### src/rtl/core/sxyp_pkg.sv
// Types and constants for the stereo XY plot point block.
// Item structs, fixed-point constants and the square-root step.
// No dependencies.
package sxyp_pkg;

  typedef struct packed {
    logic signed [15:0] left_sample;
    logic signed [15:0] right_sample;
  } in_item_t;

  typedef struct packed {
    logic signed [15:0] x_pos;
    logic signed [15:0] y_pos;
    logic [7:0]         red;
    logic [7:0]         green;
    logic [7:0]         blue;
  } out_item_t;

  // Configuration register indexes
  localparam logic [7:0] REG_RAINBOW     = 8'd0;
  localparam logic [7:0] REG_FIXED_RED   = 8'd1;
  localparam logic [7:0] REG_FIXED_GREEN = 8'd2;
  localparam logic [7:0] REG_FIXED_BLUE  = 8'd3;

  // round(mag * 16384 / 30000) == floor((mag * 2048 + 1875) / 3750)
  localparam logic [26:0] ROUND_OFS  = 27'd1875;
  localparam logic [11:0] DIV_DEN    = 12'd3750;
  // floor(2^32 / 3750): estimate is exact or one low
  localparam logic [20:0] DIV_RECIP  = 21'd1145324;
  localparam int          RECIP_SHIFT = 32;

  localparam logic [14:0] POS_MAX = 15'd17896;

  // Square root: 14 result bits, two per stage
  localparam int SQ_BITS  = 14;
  localparam int SQ_STEPS = 2;
  localparam int SQ_STAGES = SQ_BITS / SQ_STEPS;

  // Hue sectors
  localparam logic [2:0] SEC_RED_GRN = 3'd0;
  localparam logic [2:0] SEC_GRN_RED = 3'd1;
  localparam logic [2:0] SEC_GRN_BLU = 3'd2;
  localparam logic [2:0] SEC_BLU_GRN = 3'd3;
  localparam logic [2:0] SEC_BLU_RED = 3'd4;
  localparam logic [2:0] SEC_RED_BLU = 3'd5;

  typedef struct packed {
    logic [16:0] rem;
    logic [13:0] root;
    logic [27:0] rad;   // radicand bits still to consume, MSB first
    logic        big;   // radius at or beyond one
  } sq_t;

  // One digit-by-digit square-root step
  function automatic sq_t sqrt_iter(sq_t a);
    sq_t         o;
    logic [16:0] rs;
    logic [16:0] tr;
    rs = {a.rem[14:0], a.rad[27:26]};
    tr = {1'b0, a.root, 2'b01};
    o = a;
    o.rad = {a.rad[25:0], 2'b00};
    if (rs >= tr) begin
      o.rem  = rs - tr;
      o.root = {a.root[12:0], 1'b1};
    end else begin
      o.rem  = rs;
      o.root = {a.root[12:0], 1'b0};
    end
    return o;
  endfunction

endpackage

### src/rtl/core/stereo_xy_point_with_radius_hue.sv
// Stereo XY plot point with radius hue: top level, whole pipeline.
// Uses sxyp_pkg for item types, constants and the square-root step.
//
// Takes one stereo pair per clock (busy stays low) and gives its plot point and
// colour as a one-cycle out_valid strobe; the receiver cannot stall. The
// pipeline holds the position divide (three stages), the radius sum of squares
// (two) and the square root, which resolves two bits per stage over seven
// stages, then two colour stages. Configuration writes are always taken;
// change them only when no item is in flight.
module stereo_xy_point_with_radius_hue (
  input  logic                clk,
  input  logic                rst_n,
  input  logic                start,
  output logic                busy,
  input  sxyp_pkg::in_item_t  in_data,
  output logic                out_valid,
  output sxyp_pkg::out_item_t out_data,
  input  logic                cfg_valid,
  output logic                cfg_ready,
  input  logic [7:0]          cfg_index,
  input  logic [7:0]          cfg_data
);

  localparam int PIPE_DEPTH = 13;               // stages ahead of the output register
  localparam int POS_DEPTH  = PIPE_DEPTH - 2;   // position known from stage 3

  logic accept;
  assign busy      = 1'b0;
  assign cfg_ready = 1'b1;
  assign accept    = start && !busy;

  // Configuration
  logic       rainbow_r;
  logic [7:0] fix_red_r, fix_green_r, fix_blue_r;

  always_ff @(posedge clk) begin
    if (!rst_n) begin
      rainbow_r   <= 1'b0;
      fix_red_r   <= 8'hff;
      fix_green_r <= 8'hff;
      fix_blue_r  <= 8'hff;
    end else if (cfg_valid && cfg_ready) begin
      case (cfg_index)
        sxyp_pkg::REG_RAINBOW:     rainbow_r   <= cfg_data[0];
        sxyp_pkg::REG_FIXED_RED:   fix_red_r   <= cfg_data;
        sxyp_pkg::REG_FIXED_GREEN: fix_green_r <= cfg_data;
        sxyp_pkg::REG_FIXED_BLUE:  fix_blue_r  <= cfg_data;
        default: ;
      endcase
    end
  end

  logic [PIPE_DEPTH-1:0] vld_r;

  always_ff @(posedge clk) begin
    if (!rst_n) begin
      vld_r <= '0;
    end else begin
      vld_r <= {vld_r[PIPE_DEPTH-2:0], accept};
    end
  end

  // Stage 1: magnitude and scaled numerator, lane 0 is x, lane 1 is y
  logic signed [15:0] smp [2];
  logic [26:0]        num_nxt [2];
  logic [26:0]        num_r   [2];
  logic [1:0]         neg_r;

  assign smp[0] = in_data.left_sample;
  assign smp[1] = in_data.right_sample;

  always_comb begin
    logic signed [16:0] ext;
    logic [16:0]        mag;
    for (int i = 0; i < 2; i++) begin
      ext = {smp[i][15], smp[i]};
      mag = ext[16] ? 17'(-ext) : 17'(ext);
      num_nxt[i] = {mag[15:0], 11'b0} + sxyp_pkg::ROUND_OFS;
    end
  end

  always_ff @(posedge clk) begin
    num_r[0] <= num_nxt[0];
    num_r[1] <= num_nxt[1];
    neg_r    <= {smp[1][15], smp[0][15]};
  end

  // Stage 2: quotient estimate by reciprocal
  logic [26:0] num2_r [2];
  logic [15:0] qe_r   [2];
  logic [1:0]  neg2_r;

  always_ff @(posedge clk) begin
    logic [47:0] prod;
    for (int i = 0; i < 2; i++) begin
      prod      = 48'(num_r[i]) * 48'(sxyp_pkg::DIV_RECIP);
      qe_r[i]   <= prod[sxyp_pkg::RECIP_SHIFT +: 16];
      num2_r[i] <= num_r[i];
    end
    neg2_r <= neg_r;
  end

  // Stage 3: one-step correction, apply sign; position then rides along
  logic [14:0] abs_r [2];
  logic signed [15:0] pos_r [POS_DEPTH][2];

  always_ff @(posedge clk) begin
    logic [27:0] qm;
    logic [26:0] rem;
    logic [14:0] q;
    for (int i = 0; i < 2; i++) begin
      qm  = 28'(qe_r[i]) * 28'(sxyp_pkg::DIV_DEN);
      rem = num2_r[i] - qm[26:0];
      q   = (rem >= 27'(sxyp_pkg::DIV_DEN)) ? qe_r[i][14:0] + 15'd1 : qe_r[i][14:0];
      abs_r[i]    <= q;
      pos_r[0][i] <= neg2_r[i] ? 16'(16'd0 - {1'b0, q}) : {1'b0, q};
    end
    for (int k = 1; k < POS_DEPTH; k++) begin
      pos_r[k] <= pos_r[k-1];
    end
  end

  // Stage 4: squares
  logic [29:0] sqx_r, sqy_r;

  always_ff @(posedge clk) begin
    sqx_r <= 30'(abs_r[0]) * 30'(abs_r[0]);
    sqy_r <= 30'(abs_r[1]) * 30'(abs_r[1]);
  end

  // Stage 5: radius squared in Q2.28, set up the root
  sxyp_pkg::sq_t sq_r [sxyp_pkg::SQ_STAGES + 1];

  always_ff @(posedge clk) begin
    logic [29:0] s;
    s = sqx_r + sqy_r;
    sq_r[0].rem  <= '0;
    sq_r[0].root <= '0;
    sq_r[0].rad  <= s[27:0];
    sq_r[0].big  <= |s[29:28];
  end

  // Stages 6..12: square root, two result bits per stage
  for (genvar k = 0; k < sxyp_pkg::SQ_STAGES; k++) begin : g_sqrt
    sxyp_pkg::sq_t step;
    always_comb begin
      step = sq_r[k];
      for (int j = 0; j < sxyp_pkg::SQ_STEPS; j++) begin
        step = sxyp_pkg::sqrt_iter(step);
      end
    end
    always_ff @(posedge clk) begin
      sq_r[k+1] <= step;
    end
  end

  // Stage 13: hue = 6r, sector and fraction
  logic [2:0]  sec_r;
  logic [13:0] frac_r;
  logic        big_r;

  always_ff @(posedge clk) begin
    logic [16:0] h;
    h = 17'({sq_r[sxyp_pkg::SQ_STAGES].root, 2'b00})
      + 17'({sq_r[sxyp_pkg::SQ_STAGES].root, 1'b0});
    sec_r  <= h[16:14];
    frac_r <= h[13:0];
    big_r  <= sq_r[sxyp_pkg::SQ_STAGES].big;
  end

  // Output stage: channel ramp and sector pattern
  sxyp_pkg::out_item_t out_nxt;
  logic                out_valid_r;
  sxyp_pkg::out_item_t out_data_r;

  always_comb begin
    logic [21:0] ramp;
    logic [7:0]  f8;
    logic [7:0]  q8;
    ramp = 22'({frac_r, 8'b0}) - 22'(frac_r) + 22'd8192;
    f8   = ramp[21:14];
    q8   = 8'hff - f8;
    out_nxt.x_pos = pos_r[POS_DEPTH-1][0];
    out_nxt.y_pos = pos_r[POS_DEPTH-1][1];
    out_nxt.red   = fix_red_r;
    out_nxt.green = fix_green_r;
    out_nxt.blue  = fix_blue_r;
    if (rainbow_r) begin
      if (big_r) begin
        // at or beyond unit radius: pure red, no wrap
        out_nxt.red = 8'hff; out_nxt.green = 8'h00; out_nxt.blue = 8'h00;
      end else begin
        case (sec_r)
          sxyp_pkg::SEC_RED_GRN: begin
            out_nxt.red = 8'hff; out_nxt.green = f8;    out_nxt.blue = 8'h00;
          end
          sxyp_pkg::SEC_GRN_RED: begin
            out_nxt.red = q8;    out_nxt.green = 8'hff; out_nxt.blue = 8'h00;
          end
          sxyp_pkg::SEC_GRN_BLU: begin
            out_nxt.red = 8'h00; out_nxt.green = 8'hff; out_nxt.blue = f8;
          end
          sxyp_pkg::SEC_BLU_GRN: begin
            out_nxt.red = 8'h00; out_nxt.green = q8;    out_nxt.blue = 8'hff;
          end
          sxyp_pkg::SEC_BLU_RED: begin
            out_nxt.red = f8;    out_nxt.green = 8'h00; out_nxt.blue = 8'hff;
          end
          default: begin
            out_nxt.red = 8'hff; out_nxt.green = 8'h00; out_nxt.blue = q8;
          end
        endcase
      end
    end
  end

  always_ff @(posedge clk) begin
    if (!rst_n) begin
      out_valid_r <= 1'b0;
    end else begin
      out_valid_r <= vld_r[PIPE_DEPTH-1];
    end
  end

  always_ff @(posedge clk) begin
    out_data_r <= out_nxt;
  end

  assign out_valid = out_valid_r;
  assign out_data  = out_data_r;

  // Checks
  a_pos_range: assert property (@(posedge clk) disable iff (!rst_n)
    vld_r[2] |-> (abs_r[0] <= sxyp_pkg::POS_MAX && abs_r[1] <= sxyp_pkg::POS_MAX))
    else $error("scaled position out of range");

  a_root_rem: assert property (@(posedge clk) disable iff (!rst_n)
    vld_r[PIPE_DEPTH-2] |->
      (sq_r[sxyp_pkg::SQ_STAGES].rem <= 17'({sq_r[sxyp_pkg::SQ_STAGES].root, 1'b0})))
    else $error("square root remainder too large");

  a_hue_full: assert property (@(posedge clk) disable iff (!rst_n)
    (out_valid && rainbow_r) |->
      (out_data.red == 8'hff || out_data.green == 8'hff || out_data.blue == 8'hff))
    else $error("hue colour lacks a full channel");

  a_hue_zero: assert property (@(posedge clk) disable iff (!rst_n)
    (out_valid && rainbow_r) |->
      (out_data.red == 8'h00 || out_data.green == 8'h00 || out_data.blue == 8'h00))
    else $error("hue colour lacks a dark channel");

endmodule
### config.mk
export PLATFORM = sky130hd
export DESIGN_NAME = stereo_xy_point_with_radius_hue
export DESIGN_NICKNAME = d
export VERILOG_FILES = /design/src/rtl/core/sxyp_pkg.sv /design/src/rtl/core/stereo_xy_point_with_radius_hue.sv
export SDC_FILE = /design/constraint.sdc
export NUM_CORES = 2
export LEC_CHECK = 0
export BUFFER_PORTS_ARGS = -buffer_cell sky130_fd_sc_hd__buf_2
export CAP_MARGIN = 20
export CORE_MARGIN = 2
export CORE_UTILIZATION = 30
export CTS_BUF_LIST = sky130_fd_sc_hd__clkbuf_4 sky130_fd_sc_hd__clkbuf_8
export CTS_CLUSTER_SIZE = 40
export DETAILED_ROUTE_END_ITERATION = 16
export GPL_TIMING_DRIVEN = 0
export RECOVER_POWER = 25
export SYNTH_ARGS = -nofsm -noshare
export SYNTH_HDL_FRONTEND = slang
export SYNTH_SLANG_ARGS = --single-unit
### constraint.sdc
create_clock -name clk -period 9.8 [get_ports clk]
set_input_delay 0.98 -clock clk [delete_from_list [all_inputs] [get_ports clk]]
set_output_delay 0.98 -clock clk [all_outputs]
set_load 0.1 [all_outputs]
# Word-level counts from Yosys, hierarchy flattened
# Memories as Yosys holds them, arrays and structs flattened. A register that Yosys moved wholly into a read port is not among the register bits.
# Index checks and enable logic that the tools add are counted.
# W data, S select, Z words.
totals:
  regBits: 145
  rom_bits: 0
  elab_cells: 110
  mem_bits_rw: 1002
  memories: 6
  latchBits: 0
  inputBits: 52
op_classes:
  multipliers: 6
  shifts: 0
  n_eq_ne: 7
  n_reduce_logical: 7
  n_div: 0
  bitwise: 0
  n_mux: 23
  order_cmp: 16
  addsub: 29
mem_list:
  columns: ["memory", "depth", "word_bits", "rd", "rd_clocked_by_memory_dff", "wr", "line", "rtl"]
  rows:
  - ["sq_r", 8, 60, 8, 0, 8, "stereo_xy_point_with_radius_hue.sv:132", "sxyp_pkg::sq_t sq_r [sxyp_pkg::SQ_STAGES + 1];"]
  - ["pos_r", 11, 32, 11, 1, 11, "stereo_xy_point_with_radius_hue.sv:105", "logic signed [15:0] pos_r [POS_DEPTH][2];"]
  - ["num2_r", 2, 27, 2, 0, 2, "stereo_xy_point_with_radius_hue.sv:89", "logic [26:0] num2_r [2];"]
  - ["num_r", 2, 27, 2, 0, 2, "stereo_xy_point_with_radius_hue.sv:66", "logic [26:0] num_r [2];"]
  - ["qe_r", 2, 16, 2, 0, 2, "stereo_xy_point_with_radius_hue.sv:90", "logic [15:0] qe_r [2];"]
  - ["abs_r", 2, 15, 2, 0, 2, "stereo_xy_point_with_radius_hue.sv:104", "logic [14:0] abs_r [2];"]
ops:
  columns: ["cell", "count"]
  rows:
  - ["$ge A17 B16 Y1", 14]
  - ["$mux W31", 7]
  - ["$mux W29", 7]
  - ["$pmux W24 S5", 1]
  - ["$sub A17 B16 Y17", 7]
  - ["$sub A15 B15 Y15", 7]
  - ["$mul A27 B19 Y46 const B", 2]
  - ["$mux W16", 4]
  - ["$mul A15 B15 Y30", 2]
  - ["$add A27 B11 Y27 const B", 2]
  - ["$ge A27 B12 Y1 const B", 2]
  - ["$sub A27 B27 Y27", 2]
  - ["$mul A16 B11 Y26 const B", 2]
  - ["$mux W24", 2]
  - ["$neg A16 Y16", 2]
  - ["$sub A1 B15 Y16 const A", 2]
  - ["$add A15 B1 Y15 const B", 2]
  - ["$add A30 B30 Y30", 1]
  - ["$mux W15", 2]
  - ["$add A22 B14 Y22 const B", 1]
  - ["$sub A22 B14 Y22", 1]
  - ["$add A16 B15 Y17", 1]
  - ["$eq A8 B2 Y1 const B", 2]
  - ["$eq A8 B1 Y1 const B", 1]
  - ["8 further kinds", 12]

# Longest topological paths before layout
# An unclocked memory read counts as a cell.
depth:
  depth_word: 7
  mapped_depth: 43
  mapped_depth_nobuf: 42

# Worst setup path before layout
# Ideal clock, no wire load.
synth_path:
  path_kind: "flip-flop to flip-flop"
  from: "mem qe_r[0][2]"
  to: "mem pos_r[0][27] (netlist name)"
  t_required_ns: 9.676
  slack_ns: 1.412
  path_stages_with_launch: 36
  t_arrival_ns: 8.264
  setup_ns: 0.124
  cell_sequence: "dfxtp_1 inv_1 fa_1 inv_1 fa_1 fa_1 inv_1 fa_1 fa_1 inv_1 ha_1 a21oi_1 o21bai_1 a21oi_1 o2111ai_1 a31oi_1 nor2b_1 o21a_1 nor2_1 xor2_1 ha_1 clkbuf_1 a21oi_1 a21oi_1 o21ba_2 nor4_1 o2111ai_1 nor2_1 nand4_1 nor4_1 nand3_1 or4_4 a311oi_4 o2111ai_1 o31a_1 xor2_1"
synth_rtl:
  columns: ["item", "line"]
  rows:
  - ["start, declared", "stereo_xy_point_with_radius_hue.sv:90"]
  - ["end, declared", "stereo_xy_point_with_radius_hue.sv:105"]

==> results by group <==
Clock tree
  – Reg clk slew, reported paths: 0.06 ns
  – Cts bufs inserted: 155
  – CTS tree: done
  – Hold-fix buffers, CTS: 0
  – CTS root buffer: clkbuf_8
  – Clk buf depth: 3
  – H-tree depth: 4
  – Worst skew pair latency: 0.89 ns
  – # clock sinks: 908

Finish
  – Final core occ: 0.339
  – Multi-input gate area: 0.0398 mm²
  – Layout Nets: 7911
  – Register area: 0.0182 mm²
  – Post-route cell area: 0.0696 mm²
  – Proportion of layout cells with a drive suffix above 1: 0.0774
  – Area delta synth->final: 12.2%
  – Fillers: 20900
  – Final instance count without filler cells: 9175

Status
  – Outcome: finished, final reports clean

Floorplan
  – Core region area: 0.205 mm²
  – Num rows: 166
  – Die Y: 459 µm
  – I/O pin count: 111
  – Die ar.: 0.211 mm²
  – Die width: 459 µm
  – Initial core utilization: 0.302

Timing
  – Hold Fails Final Rpt: 0
  – Final Skew: 0.0566 ns
  – F_max: 108 MHz
  – Final setup margin: 0.549 ns
  – Setup-failing EPs final: 0
  – Final period util: 0.944
  – Fin crit period: 9.25 ns
  – Max-slew headroom at the worst pin: 0.362
  – Final Max Tran Viols: 0
  – Worst Max-Slew Pin Slew: 0.956 ns

Setup path
  – Worst reg-to-reg setup slack: 0.55 ns
  – CP max FO: 10
  – Worst r2r src: qe_r[0][2]
  – Crit-path slowest cell: fa_1
  – R2R depth: 38
  – WS Path Type: flop to flop
  – WP data required: 10.53 ns
  – Worst Setup SP: qe_r[0][2]
  – Largest stage delay on the critical path: 0.53 ns
  – Worst Path Arrival: 9.98 ns
  – Crit start category: flop
  – Cell mode on critical path: fa_1
  – Worst flop-to-flop path endpoint: pos_r[0][28]
  – Critical path endpoint category: flop
  – Crit path capture: pos_r[0][28]

Detailed routing
  – Via Count: 41800
  – Detail Route Antenna Nets: 0
  – DRC Markers: 0
  – Drt wl/cell: 13.8 µm
  – Routed vias/inst: 4.55
  – First DRT Iteration DRCs: 1790
  – DRT Pass-1 Iters: 5
  – Wirelength, routed: 126 mm

Synthesis
  – Post-synthesis compound-gate area fraction: 0.0989
  – Synth top area cells: dfxtp_1 (29%), fa_1 (21%), ha_1 (17%), inv_1 (6.1%), xnor2_1 (3.8%)
  – Post-Synth Simple-Gate Area: 0.103
  – Syn Std Cell Area: 0.0621 mm²
  – XOR/XNOR Fraction of Synth Area: 0.0526
  – Synth area leader: dfxtp_1
  – Syn avg cell area: 10.2 µm²
  – Synth warnings: 0
  – Multiplexer area fraction after synthesis: 0.00583
  – Unique cell type count in the Yosys netlist: 95
  – Post-synth top area share: 0.293
  – Post-synth EDFFs: 0
  – Most frequent cell after synthesis: inv_1
  – FF+latch count, synth: 908
  – Largest family of logic cells by synthesized area: adder cells
  – Commonest cells in the synthesized netlist: inv_1 (1013), dfxtp_1 (908), ha_1 (839)
  – Fraction of registers with async set/reset: 0
  – Post-synthesis adder-cell area fraction: 0.380
  – Syn Inst Count: 6102
  – Register area share after synthesis: 0.293
  – Top FF cell, synth: dfxtp_1

GRT
  – Largest net degree at the start of global routing: 17
  – GRT Total Usage: 0.123
  – Number of global-route vias before repair: 44000
  – Initial antenna violation count: 2
  – First-pass GRT wire length: 215 mm
  – Gr ovfl total: 0

Place
  – Placer Congestion: 0.866
  – I/O Buffers: 107
  – DP HPWL: 103 mm
  – Worst slack at placement: -0.445 ns
  – Placed cells: 8898
  – DP Area: 0.0660 mm²

Min path
  – Worst Hold Class: input pin to flop

Flow run
  – Max-cap check violation count: 0
==> worst min path at each step <==
stage	start	to	cells past startpoint
6_report	in_data[0]	num_r[0][38]	1
5_1_grt	in_data[0]	num_r[0][38]	1
4_1_cts	in_data[0]	num_r[0][38]	1
3_5_place_dp	pos_r[9][10]	pos_r[10][10]	0
3_3_place_gp	sq_r[0][2]	sq_r[0][66]	0
2_1_floorplan	sq_r[1][180]	big_r	0
==> timing repair <==
action,4_1_cts,5_1_grt
gates resized for setup,10,29
setup endpoints to repair,11,27
pin swaps,0,3
setup buffers,0,3
==> routing by layer <==
metal  share of wire  global-route usage
met1            0.44               0.153
met2            0.50               0.217
met3           0.034              0.0191
met4           0.025              0.0388
met5               0                   0
==> state kept, by name (all words and copies together), names as in the netlist, 2 cells and up <==
name         count
num2_r          32
sqx_r           28
neg2_r           2
out_data        56
sqy_r           28
sec_r            3
num_r           32
frac_r          13
sq_r           260
pos_r          350
fix_green_r      8
qe_r            32
fix_blue_r       8
abs_r           30
vld_r           13
fix_red_r        8
neg_r            2
==> cells by family (layout without fill, tap and decap cells) <==
kind of cell,Yosys count,count (layout)
buffers and inverters,1107,1489
other,2,5
AO/OA/AOI/OAI,926,926
flip-flops,908,908
XOR/XNOR,371,371
AND/OR/NAND/NOR,1262,1262
multiplexers,34,34
adder cells (fa/ha/maj),1492,1492
==> critical path: cells and delay by family (launching register included) <==
family	cells	cell delay [ns]
fa+ha+maj	8	3.48
compound gates	13	2.57
simple gates	9	1.69
flops	1	0.42
buf+inv	5	0.42
xor+xnor	2	0.42
mux	1	0.10
==> cell type report <==
| type | count | area share |
|---|---|---|
| inverter | 1015 | 0.0548 |
| clock buffer | 226 | 0.0410 |
| buffer | 89 | 0.00496 |
| antenna | 2 | 0.0000719 |
| sequential | 908 | 0.261 |
| clock inverter | 49 | 0.00929 |
| tap | 2688 | 0.0483 |
| timing repair buffer | 110 | 0.00794 |
| multi-input combinational | 4088 | 0.572 |
==> layout by cell type, fill, tap and decap left out, types with 14 or more instances in the layout <==
master / Yosys / routed
a211o_1: 19 / 19
xor2_1: 104 / 104
mux2_2: 17 / 17
nor2_1: 249 / 248
dfxtp_1: 908 / 895
fa_1: 653 / 653
xnor2_1: 266 / 262
or2_2: 31 / 31
nand4_1: 34 / 34
o31ai_1: 38 / 37
inv_1: 1013 / 1012
nand3_1: 98 / 97
o211ai_1: 33 / 33
o21bai_1: 32 / 32
o22ai_1: 23 / 23
nand2_1: 320 / 320
ha_1: 839 / 837
clkbuf_4: 0 / 41
or4_1: 14 / 14
o21ai_0: 187 / 187
a211oi_1: 21 / 21
mux2i_1: 17 / 17
a21oi_1: 248 / 244
or3_1: 29 / 29
clkbuf_1: 82 / 82
clkbuf_8: 0 / 185
nor2b_1: 62 / 62
a31oi_1: 23 / 23
buf_2: 2 / 105
and2_1: 159 / 159
nand2b_1: 58 / 57
a21o_1: 91 / 91
and3_1: 28 / 28
a21boi_0: 21 / 21
clkinv_2: 0 / 18
nor3_1: 98 / 98
nor4_1: 26 / 23
o21a_1: 54 / 54
==> metrics by stage <==
stage | hold slack, ns | setup TNS [ns]
final | 0.278 | 0
after CTS | 0.128 | 0
after global placement | 0.310 | -1.21
after floorplan | 0.310 | 0
after detailed placement | 0.312 | -1.89
after global routing | 0.201 | -0.0193
Power is not shown: default switching activity piles up to over one toggle a cycle in this logic, so the estimate is an artifact.
